### src/hamming_syndrome_correct_defines.svh
// Assertion macros shared by the decoder modules.
// Each macro expects a clock named clk and a synchronous reset named rst in scope.
`ifndef HAMMING_SYNDROME_CORRECT_DEFINES_SVH
`define HAMMING_SYNDROME_CORRECT_DEFINES_SVH

// The consequent must hold in the same cycle as the antecedent.
`define HSC_ASSERT_SAME(label, ante, cons) \
  label: assert property (@(posedge clk) disable iff (rst) (ante) |-> (cons)) \
    else $error("hamming decoder check failed");

// The consequent must hold in the cycle after the antecedent.
`define HSC_ASSERT_NEXT(label, ante, cons) \
  label: assert property (@(posedge clk) disable iff (rst) (ante) |=> (cons)) \
    else $error("hamming decoder check failed");

`endif

### src/hsc_pkg.sv
package hsc_pkg;

  localparam int MAX_CODE_BITS = 63;
  localparam int MIN_CODE_BITS = 3;
  localparam int WORD_W = 63;
  localparam int LEN_W  = 6;
  localparam int DATA_W = 57;
  localparam int PAR_W  = 3;
  localparam int SYN_W  = 6;

  typedef logic [WORD_W-1:0] word_t;
  typedef logic [LEN_W-1:0]  len_t;
  typedef logic [PAR_W-1:0]  par_t;
  typedef logic [SYN_W-1:0]  syn_t;
  typedef logic [DATA_W-1:0] data_t;

  typedef enum logic [1:0] {
    STAT_NONE          = 2'd0,
    STAT_CORRECTED     = 2'd1,
    STAT_UNCORRECTABLE = 2'd2
  } status_t;

  // Payload after the first stage: masked word, clamped length, parity count.
  typedef struct packed {
    word_t word;
    len_t  n;
    par_t  r;
  } front_t;

  // Payload after the second stage adds the syndrome.
  typedef struct packed {
    word_t word;
    len_t  n;
    par_t  r;
    syn_t  syn;
  } synd_t;

  // Positions whose number has bit i set; they feed syndrome bit i.
  function automatic word_t syn_mask(input int i);
    word_t m;
    m = '0;
    for (int p = 1; p <= WORD_W; p++) begin
      m[p-1] = ((p >> i) & 1) != 0;
    end
    return m;
  endfunction

  // Word bit that holds the k-th position which is not a power of two.
  function automatic int data_bit_index(input int k);
    int cnt;
    int idx;
    cnt = 0;
    idx = 0;
    for (int p = 1; p <= WORD_W; p++) begin
      if ((p & (p - 1)) != 0) begin
        if (cnt == k) begin
          idx = p - 1;
        end
        cnt++;
      end
    end
    return idx;
  endfunction

endpackage

### src/hsc_front.sv
module hsc_front (
  input  logic           clk,
  input  logic           rst,
  input  logic           in_valid,
  input  hsc_pkg::word_t received_word,
  input  hsc_pkg::len_t  code_length,
  output logic           out_valid,
  output hsc_pkg::front_t out_data
);
  import hsc_pkg::*;

  len_t   n_clamped;
  par_t   r_next;
  word_t  mask;
  front_t out_next;

  always_comb begin
    if (code_length < LEN_W'(MIN_CODE_BITS)) begin
      n_clamped = LEN_W'(MIN_CODE_BITS);
    end else if ({1'b0, code_length} > (LEN_W+1)'(MAX_CODE_BITS)) begin
      n_clamped = LEN_W'(MAX_CODE_BITS);
    end else begin
      n_clamped = code_length;
    end
  end

  // The parity count is the bit length of n, since 2^r must exceed n.
  always_comb begin
    priority if (n_clamped[5]) begin
      r_next = 3'd6;
    end else if (n_clamped[4]) begin
      r_next = 3'd5;
    end else if (n_clamped[3]) begin
      r_next = 3'd4;
    end else if (n_clamped[2]) begin
      r_next = 3'd3;
    end else begin
      r_next = 3'd2;
    end
  end

  always_comb begin
    for (int j = 0; j < WORD_W; j++) begin
      mask[j] = j < int'(n_clamped);
    end
    out_next.word = received_word & mask;
    out_next.n    = n_clamped;
    out_next.r    = r_next;
  end

  always_ff @(posedge clk) begin
    if (rst) begin
      out_valid <= 1'b0;
    end else begin
      out_valid <= in_valid;
    end
  end

  always_ff @(posedge clk) begin
    out_data <= out_next;
  end

endmodule

### src/hsc_syndrome.sv
module hsc_syndrome (
  input  logic            clk,
  input  logic            rst,
  input  logic            in_valid,
  input  hsc_pkg::front_t in_data,
  output logic            out_valid,
  output hsc_pkg::synd_t  out_data
);
  import hsc_pkg::*;

  syn_t  syn_next;

  // Each syndrome bit is the parity over the positions carrying that bit.
  for (genvar i = 0; i < SYN_W; i++) begin : g_syn
    assign syn_next[i] = ^(in_data.word & syn_mask(i));
  end

  always_ff @(posedge clk) begin
    if (rst) begin
      out_valid <= 1'b0;
    end else begin
      out_valid <= in_valid;
    end
  end

  always_ff @(posedge clk) begin
    out_data.word <= in_data.word;
    out_data.n    <= in_data.n;
    out_data.r    <= in_data.r;
    out_data.syn  <= syn_next;
  end

endmodule

### src/hsc_correct.sv
`include "hamming_syndrome_correct_defines.svh"

module hsc_correct (
  input  logic             clk,
  input  logic             rst,
  input  logic             in_valid,
  input  hsc_pkg::synd_t   in_data,
  output logic             done,
  output hsc_pkg::word_t   corrected_word,
  output hsc_pkg::data_t   data_word,
  output hsc_pkg::len_t    data_length,
  output hsc_pkg::par_t    parity_count,
  output hsc_pkg::syn_t    syndrome,
  output hsc_pkg::status_t status
);
  import hsc_pkg::*;

  status_t status_next;
  word_t   flip;
  word_t   fixed_word;
  data_t   data_next;

  always_comb begin
    if (in_data.syn == '0) begin
      status_next = STAT_NONE;
    end else if (in_data.syn <= in_data.n) begin
      status_next = STAT_CORRECTED;
    end else begin
      status_next = STAT_UNCORRECTABLE;
    end
  end

  always_comb begin
    for (int j = 0; j < WORD_W; j++) begin
      flip[j] = (status_next == STAT_CORRECTED) && (int'(in_data.syn) == j + 1);
    end
    fixed_word = in_data.word ^ flip;
  end

  // Data positions are fixed; bits past the length are already zero.
  for (genvar k = 0; k < DATA_W; k++) begin : g_data
    assign data_next[k] = fixed_word[data_bit_index(k)];
  end

  always_ff @(posedge clk) begin
    if (rst) begin
      done <= 1'b0;
    end else begin
      done <= in_valid;
    end
  end

  always_ff @(posedge clk) begin
    corrected_word <= fixed_word;
    data_word      <= data_next;
    data_length    <= in_data.n - LEN_W'(in_data.r);
    parity_count   <= in_data.r;
    syndrome       <= in_data.syn;
    status         <= status_next;
  end

  `HSC_ASSERT_SAME(a_corr_in_range, done && status == STAT_CORRECTED,
    syndrome != '0 && int'(syndrome) <= int'(data_length) + int'(parity_count))
  `HSC_ASSERT_SAME(a_uncorr_beyond, done && status == STAT_UNCORRECTABLE,
    int'(syndrome) > int'(data_length) + int'(parity_count))
  `HSC_ASSERT_SAME(a_clean_zero_syn, done && status == STAT_NONE, syndrome == '0)

endmodule

### src/hamming_syndrome_correct.sv
// Hamming single-error-correcting decoder.
// A request is one received codeword (received_word, bit j-1 holding position j)
// with its length code_length; it is accepted on a rising edge where start is high
// and busy is low. Lengths below three are taken as three.
// The block is a three-stage pipeline: the first stage clamps the length, masks off
// bits above it and derives the parity count, the second forms the syndrome with
// six XOR trees, and the third flips the erroneous bit and packs the data bits.
// Each request reaches the done strobe through the front, syndrome and correct registers;
// a new request can be accepted in every cycle but during reset, so throughput is one codeword per clock.
// Each result is shown for exactly one cycle with done high; the receiver cannot
// stall, so nothing inside the pipeline ever waits and busy only guards reset.
// status reports no error, a corrected bit, or a syndrome beyond the length, in
// which case the word is returned unchanged apart from masking.
// A synchronous reset clears the valid bits of every stage, so no result appears
// for requests in flight at reset; busy is high while reset is held.
`include "hamming_syndrome_correct_defines.svh"

module hamming_syndrome_correct (
  input  logic             clk,
  input  logic             rst,
  input  logic             start,
  output logic             busy,
  input  hsc_pkg::word_t   received_word,
  input  hsc_pkg::len_t    code_length,
  output logic             done,
  output hsc_pkg::word_t   corrected_word,
  output hsc_pkg::data_t   data_word,
  output hsc_pkg::len_t    data_length,
  output hsc_pkg::par_t    parity_count,
  output hsc_pkg::syn_t    syndrome,
  output hsc_pkg::status_t status
);
  import hsc_pkg::*;

  logic   accept;
  logic   front_valid;
  front_t front_data;
  logic   synd_valid;
  synd_t  synd_data;

  // The pipeline never backs up, so it only refuses requests during reset.
  assign busy   = rst;
  assign accept = start && !busy;

  hsc_front u_front (
    .clk           (clk),
    .rst           (rst),
    .in_valid      (accept),
    .received_word (received_word),
    .code_length   (code_length),
    .out_valid     (front_valid),
    .out_data      (front_data)
  );

  hsc_syndrome u_syndrome (
    .clk       (clk),
    .rst       (rst),
    .in_valid  (front_valid),
    .in_data   (front_data),
    .out_valid (synd_valid),
    .out_data  (synd_data)
  );

  hsc_correct u_correct (
    .clk            (clk),
    .rst            (rst),
    .in_valid       (synd_valid),
    .in_data        (synd_data),
    .done           (done),
    .corrected_word (corrected_word),
    .data_word      (data_word),
    .data_length    (data_length),
    .parity_count   (parity_count),
    .syndrome       (syndrome),
    .status         (status)
  );

  // Every accepted request comes out as a done strobe once it has passed all stage registers.
  `HSC_ASSERT_SAME(a_done_latency, 1'b1, done == $past(accept, 3))

endmodule

### config.mk
export PLATFORM = sky130hd
export DESIGN_NAME = hamming_syndrome_correct
export DESIGN_NICKNAME = d
export VERILOG_FILES = /design/src/hsc_pkg.sv /design/src/hsc_front.sv /design/src/hsc_syndrome.sv /design/src/hsc_correct.sv /design/src/hamming_syndrome_correct.sv
export VERILOG_INCLUDE_DIRS = /design/src /design/src/src
export SDC_FILE = /design/constraint.sdc
export NUM_CORES = 1
export LEC_CHECK = 0
export BUFFER_PORTS_ARGS = -buffer_cell sky130_fd_sc_hd__buf_2
export CORE_MARGIN = 1
export CORE_UTILIZATION = 45
export DETAILED_ROUTE_END_ITERATION = 8
export HOLD_SLACK_MARGIN = 0.12
export PLACE_DENSITY = 0.7
export SYNTH_ARGS = -nofsm -noshare
export SYNTH_HDL_FRONTEND = slang
export SYNTH_HIERARCHICAL = 1
export SYNTH_SLANG_ARGS = --single-unit
### constraint.sdc
create_clock -name clk -period 2.8 [get_ports clk]
set_input_delay 0.56 -clock clk [delete_from_list [all_inputs] [get_ports clk]]
set_output_delay 0.56 -clock clk [all_outputs]
set_load 0.02 [all_outputs]
Word-level counts from Yosys, hierarchy flattened
Cells that the tools add are included.
Widths: inputs -> output; s select.
- bits in writable memories: 0
- ROM bits: 0
- input port bits: 72
- logic and storage cells: 228
- memories: 0
- bits in latches: 0
- flip-flop bits (word level): 290
- output and inout bits: 139
- divide/modulo/power cells: 0
- muxes and demuxes: 6
- bitwise gates (word level): 2
- add/subtract/negate cells: 1
- shift operators: 0
- multiply operators: 0
- $lt $le $gt $ge: 65
- reduce and logical (&&, ||, !) cells: 73
- eq/ne operators: 64
- operator list (operator ; count):
    $reduce_xor 63->1 ; 6
    $eq 6x6->1 const B ; 32
    $lt 6x6->1 const A ; 31
    $eq 6x5->1 const B ; 16
    $lt 5x6->1 const A ; 16
    $logic_and 1x1->1 ; 64
    $and 63x63->63 ; 1
    $xor 63x63->63 ; 1
    $eq 6x4->1 const B ; 8
    $lt 4x6->1 const A ; 8
    $eq 6x3->1 const B ; 4
    $lt 3x6->1 const A ; 4
    $eq 6x2->1 const B ; 2
    $lt 1x6->1 const A ; 2
    $lt 2x6->1 const A ; 2
    $mux 2 ; 4
    $eq 6x1->1 const B ; 1
    $le 6x6->1 ; 1
    $logic_not 6->1 ; 1
    $lt 6x2->1 const B ; 1
    $mux 6 ; 1
    $sub 6x3->6 ; 1
    $reduce_or 3->1 ; 1
    $eq 2x1->1 const B ; 1
    2 further kinds ; 2

Longest topological paths before layout
- word-level depth: 6
- depth in mapped cells: 9
- gate-level depth less buffers: 7

Modules after synthesis
The synthesis kept the hierarchy.
- modules (own cells, without submodules) (module ; cells each ; times used ; seq. area each (sq um) ; area each (sq um)):
    hsc_correct ; 355 ; 1 ; 1621.6 ; 3908.7
    hsc_syndrome ; 188 ; 1 ; 1581.5 ; 2692.6
    hsc_front ; 235 ; 1 ; 1461.4 ; 2417.3
    hamming_syndrome_correct ; 2 ; 1 ; 0.0 ; 21.3

Worst setup path after synthesis
OpenSTA, ideal clock, no wires.
- kind: flip-flop to flip-flop
- start: register u_syndrome/out_data[3] (netlist bit)
- end: register u_correct.corrected_word[11]
- required time: 2.676 ns
- clock period less this slack: 1.801 ns
- buffers on the path: 1
- cell stages (with the launch flop): 8
- data arrival time: 1.677 ns
- slack: 0.999 ns
- library setup time: 0.124 ns
- path through: dfxtp_1 > ha_1 > and4_4 > and3_4 > a31oi_4 > buf_6 > nor3_2 > xor2_1
- cells in the longest elaborated chain, start to end: 6
- elaborated cells on any way between the ends: 8
- those cells by class: order compare: 1; eq/ne: 2; mux: 2; bitwise: 1; reduce/logical: 2
- RTL lines (what ; line ; text):
    start: declaration ; hsc_syndrome.sv:7 ; output hsc_pkg::synd_t out_data
    $le 6x6->1 ; hsc_correct.sv:26 ; end else if (in_data.syn <= in_data.n) begin
    $mux 2 ; hsc_correct.sv:26 ;
    $mux 2 ; hsc_correct.sv:24 ; if (in_data.syn == '0) begin
    $eq 2x1->1 ; hsc_correct.sv:35 ; flip[j] = (status_next == STAT_CORRECTED) && (int'(in_data.syn) == j + 1);
    $logic_and 1x1->1 * ; hsc_correct.sv:35 ;
    $xor 63x63->63 * ; hsc_correct.sv:37 ; fixed_word = in_data.word ^ flip;
    named net u_correct.fixed_word[11] ; hsc_correct.sv:20 ; word_t fixed_word;
    end signal: assignment ; hsc_correct.sv:54 ; corrected_word <= fixed_word;
    end: declaration ; hsc_correct.sv:9 ; output hsc_pkg::word_t corrected_word,
The timed path passes the listed nets; every way through them passes the cells marked *.
A chain may end at the register's enable or synchronous reset.

Worst setup path after layout
- start: register u_syndrome/out_data[3] (netlist bit)
- end: register u_correct.data_word[37]
- cells in the longest elaborated chain, start to end: 6
- elaborated cells on any way between the ends: 8
- those cells by class: order compare: 1; eq/ne: 2; mux: 2; bitwise: 1; reduce/logical: 2
- RTL lines (what ; line ; text):
    $le 6x6->1 ; hsc_correct.sv:26 ;
    $mux 2 ; hsc_correct.sv:26 ;
    $mux 2 ; hsc_correct.sv:24 ;
    $eq 2x1->1 ; hsc_correct.sv:35 ;
    $logic_and 1x1->1 * ; hsc_correct.sv:35 ;
    $xor 63x63->63 * ; hsc_correct.sv:37 ;
    named net u_correct.fixed_word[43] ; hsc_correct.sv:20 ;
    end signal: assignment ; hsc_correct.sv:55 ; data_word <= data_next;
    end: declaration ; hsc_correct.sv:10 ; output hsc_pkg::data_t data_word,
Marked as above.

==> run_results.csv <==
group,metric,value,unit
floorplanning,io_pins,211,
floorplanning,coreArea,19590,um^2
layout,num-nets-final,1002,
global_route,grt_pass1_vias,5118,
sta,slew_viol_final,0,
sta,fin_tns_setup,0,ps
detailed_routing,drt_iter0_markers,318,
detailed_routing,remaining_drc_errors,0,
layout,diodes,0,
synthesis,yosys_warnings,6,
sta,tightest_slew,995.7,ps
synthesis,yosys.area.top_type,"dfxtp_1",
setup_path,critPathRequiredTime,3180,ps
setup_path,r2r_cells,7,
layout,num-fill-cells,1728,
setup_path,startpoint,"u_syndrome/out_data[3]$_DFF_P_",
synthesis,synth-edff-count,0,
setup_path,critPathMaxFanout,15,
cts,cts-resized-gates,0,
detailed_routing,dr.pass1.iters,4,
power,power_density,924.4,nW/um^2
sta,hold_viol_final,0,
synthesis,ys_seq_area_share,51.60,%
setup_path,worstPathArrival,2660,ps
setup_path,r2r_start,"u_syndrome/out_data[3]$_DFF_P_",
sta,fmax,0.4396,GHz
synthesis,yosys-top-cells-area,"dfxtp_1 (52%), xnor2_1 (7.8%), xor2_1 (7.7%)",
detailed_routing,antenna_left,0,
sta,rsz0062_at_grt,"no",
layout,final_common_cell,"dfxtp_1",
cts,cts_setup_buffers,0,
cts,clkSlewWorstSetupHoldPaths,60,ps
global_route,grt_pass1_wl,30490,um
cts,cts.sinks,233,
place,port_buffers,210,
synthesis,syn-instance-count,780,
cts,clk_latency,510,ps
job,maxCapViolations,0,
run_status,status,"finished, final reports clean",
sta,hold_ws,152.3,ps
global_route,antenna_found_initial,0,
synthesis,syn-num-nets,862,
floorplanning,die_y,143.7,um
place,hpwl,16280,um
sta,skew,7.130,ps
sta,min_period_over_period,81.25,%
sta,slew_headroom,33.62,%
detailed_routing,wl_per_cell,17.48,um
setup_path,rr_endpoint,"u_correct/data_word[37]$_DFF_P_",
layout,multi_input_area,3583,um^2
setup_path,worstSetupPathType,"flip-flop to flip-flop",
floorplanning,start_util,46.15,%
layout,syn_to_final_growth,15.83,%
setup_path,start_kind,"flip-flop",
layout,seq_area,4664,um^2
cts,cts_buffers,23,
cts,h-tree-depth,1,
cts,cts_tree,"yes",
floorplanning,die_w,143.7,um
cts,cts.hold.buffers_added,0,
hold_path,hp-class,"primary input to flip-flop",
setup_path,reg2reg_setup_slack,520,ps
global_route,gr-total-overflow,0,
synthesis,synth_area,9040,um^2
detailed_routing,wirelength,20970,um
synthesis,async_reset_ff_share,0,%
setup_path,critPathCapture,"u_correct/data_word[37]$_DFF_P_",
sta,setup_viol,0,
detailed_routing,vias_per_cell,4.710,
place,gp_congestion,0.8627,
global_route,grt_max_degree,36,
power,p_leak,4.809,nW
layout,final_cell_mix,"dfxtp_1 (233), buf_2 (210), xnor2_1 (80)",
detailed_routing,vias,5652,
floorplanning,rows,51,
layout,instances_no_fill,1200,
synthesis,syn_area_per_cell,11.59,um^2
cts,clockBufferDepth,3,
place,placed_cells,1160,
global_route,track_usage,20.20,%
setup_path,crit_path_end_kind,"flip-flop",
layout,drive_gt1_share,35.08,%
synthesis,synth_cell_types,53,
synthesis,yosys.area.top_type_share,51.60,%
cts,clockRootBuffer,"clkbuf_16",
power,vdd_drop_max,0.0004867,V
sta,period_needed,2275,ps
synthesis,synth-seq-cells,233,
floorplanning,fp.dieArea,20660,um^2
synthesis,ys.flop_type,"dfxtp_1",
[kinds of logic (layout without fill, tap and decap cells)]
group	Yosys count	after routing	share of synthesized area, %
AND/OR/NAND/NOR	146	146	10.01
XOR/XNOR	175	175	18.71
AO/OA/AOI/OAI	100	100	9.454
buffers and inverters	116	271	8.761
flip-flops	233	233	51.60
adder cells (fa/ha/maj)	10	10	1.467
[stage by stage]
stage | power, W | util, % | instance area, um^2 | worst slack, ps
global placement | 0.006752 | 49.70 | 9736 | 601.3
detailed placement | 0.006779 | 49.70 | 9736 | 530.7
global route | 0.01009 | 53.45 | 10470 | 448.2
CTS | 0.009748 | 53.45 | 10470 | 516.9
finish | 0.009680 | 53.45 | 10470 | 525.0
floorplan | 0.006204 | - | 9040 | 999.3
[worst max-delay path, stage by stage, from the launching register on]
cell	delay, ps
dfxtp_1	540
ha_1	310
and4_4	200
and3_4	190
a31oi_4	310
buf_4	340
nor3_2	80
xor2_1	170
[layout make-up]
| class | count | area share (%) |
|---|---|---|
| Tap cell | 265 | 3.166 |
| Clock buffer | 33 | 6.142 |
| Inverter | 14 | 0.5019 |
| Timing Repair Buffer | 217 | 10.54 |
| Sequential cell | 233 | 44.55 |
| Clock inverter | 7 | 0.8842 |
| Multi-Input combinational cell | 431 | 34.22 |
[cells in the mapped netlist (4+ instances only)]
cell	number
a211oi_1	7
a211oi_2	26
a21boi_0	4
a21boi_1	5
a21oi_1	18
and3_1	6
buf_2	14
buf_4	66
buf_6	12
clkbuf_1	9
dfxtp_1	233
ha_1	9
inv_1	14
nand2_1	37
nand3_1	19
nor2_1	14
nor2b_1	14
nor3_1	6
nor3_2	29
o211a_1	6
o21a_1	5
o21ai_0	13
xnor2_1	80
xnor2_2	8
xnor3_1	5
xor2_1	79
[state kept, by name (all words and copies together), names as in the netlist]
signal / flops
u_correct/done: 1
u_correct/corrected_word: 37
u_front/out_valid: 1
u_correct/data_word: 26
u_front/out_data: 72
u_syndrome/out_valid: 1
u_correct/syndrome: 6
u_syndrome/out_data: 78
u_correct/parity_count: 3
u_correct/status: 2
u_correct/data_length: 6
[layer usage]
metal / part of all wire, % / track usage [%] / vias up
li1: - / - / 2785
met1: 48 / 29.35 / 2608
met2: 45 / 31.43 / 232
met3: 5.4 / 2.632 / 27
met4: 1.7 / 5.263 / 0
met5: 0 / 0 / -
[report_power, final]
| part | total, W | internal, W | switching, W |
|---|---|---|---|
| clock network | 0.00299 | 0.00178 | 0.00121 |
| logic | 0.00273 | 0.000951 | 0.00178 |
| registers | 0.00396 | 0.00369 | 0.000276 |
[how the worst min path moves through the flow]
stage	slack (ps)	startpoint	endpoint	depth (start not counted)
6_report	150	received_word[2]	u_front/out_data[11]$_DFF_P_	1
5_1_grt	150	received_word[2]	u_front/out_data[11]$_DFF_P_	1
4_1_cts	140	received_word[0]	u_front/out_data[9]$_DFF_P_	1
3_5_place_dp	310	u_front/out_data[2]$_SDFF_PP1_	u_syndrome/out_data[8]$_DFF_P_	0
3_3_place_gp	310	u_front/out_data[2]$_SDFF_PP1_	u_syndrome/out_data[8]$_DFF_P_	0
2_1_floorplan	310	u_front/out_data[4]$_DFF_P_	u_syndrome/out_data[10]$_DFF_P_	0
(Power assumes the default switching activity.)
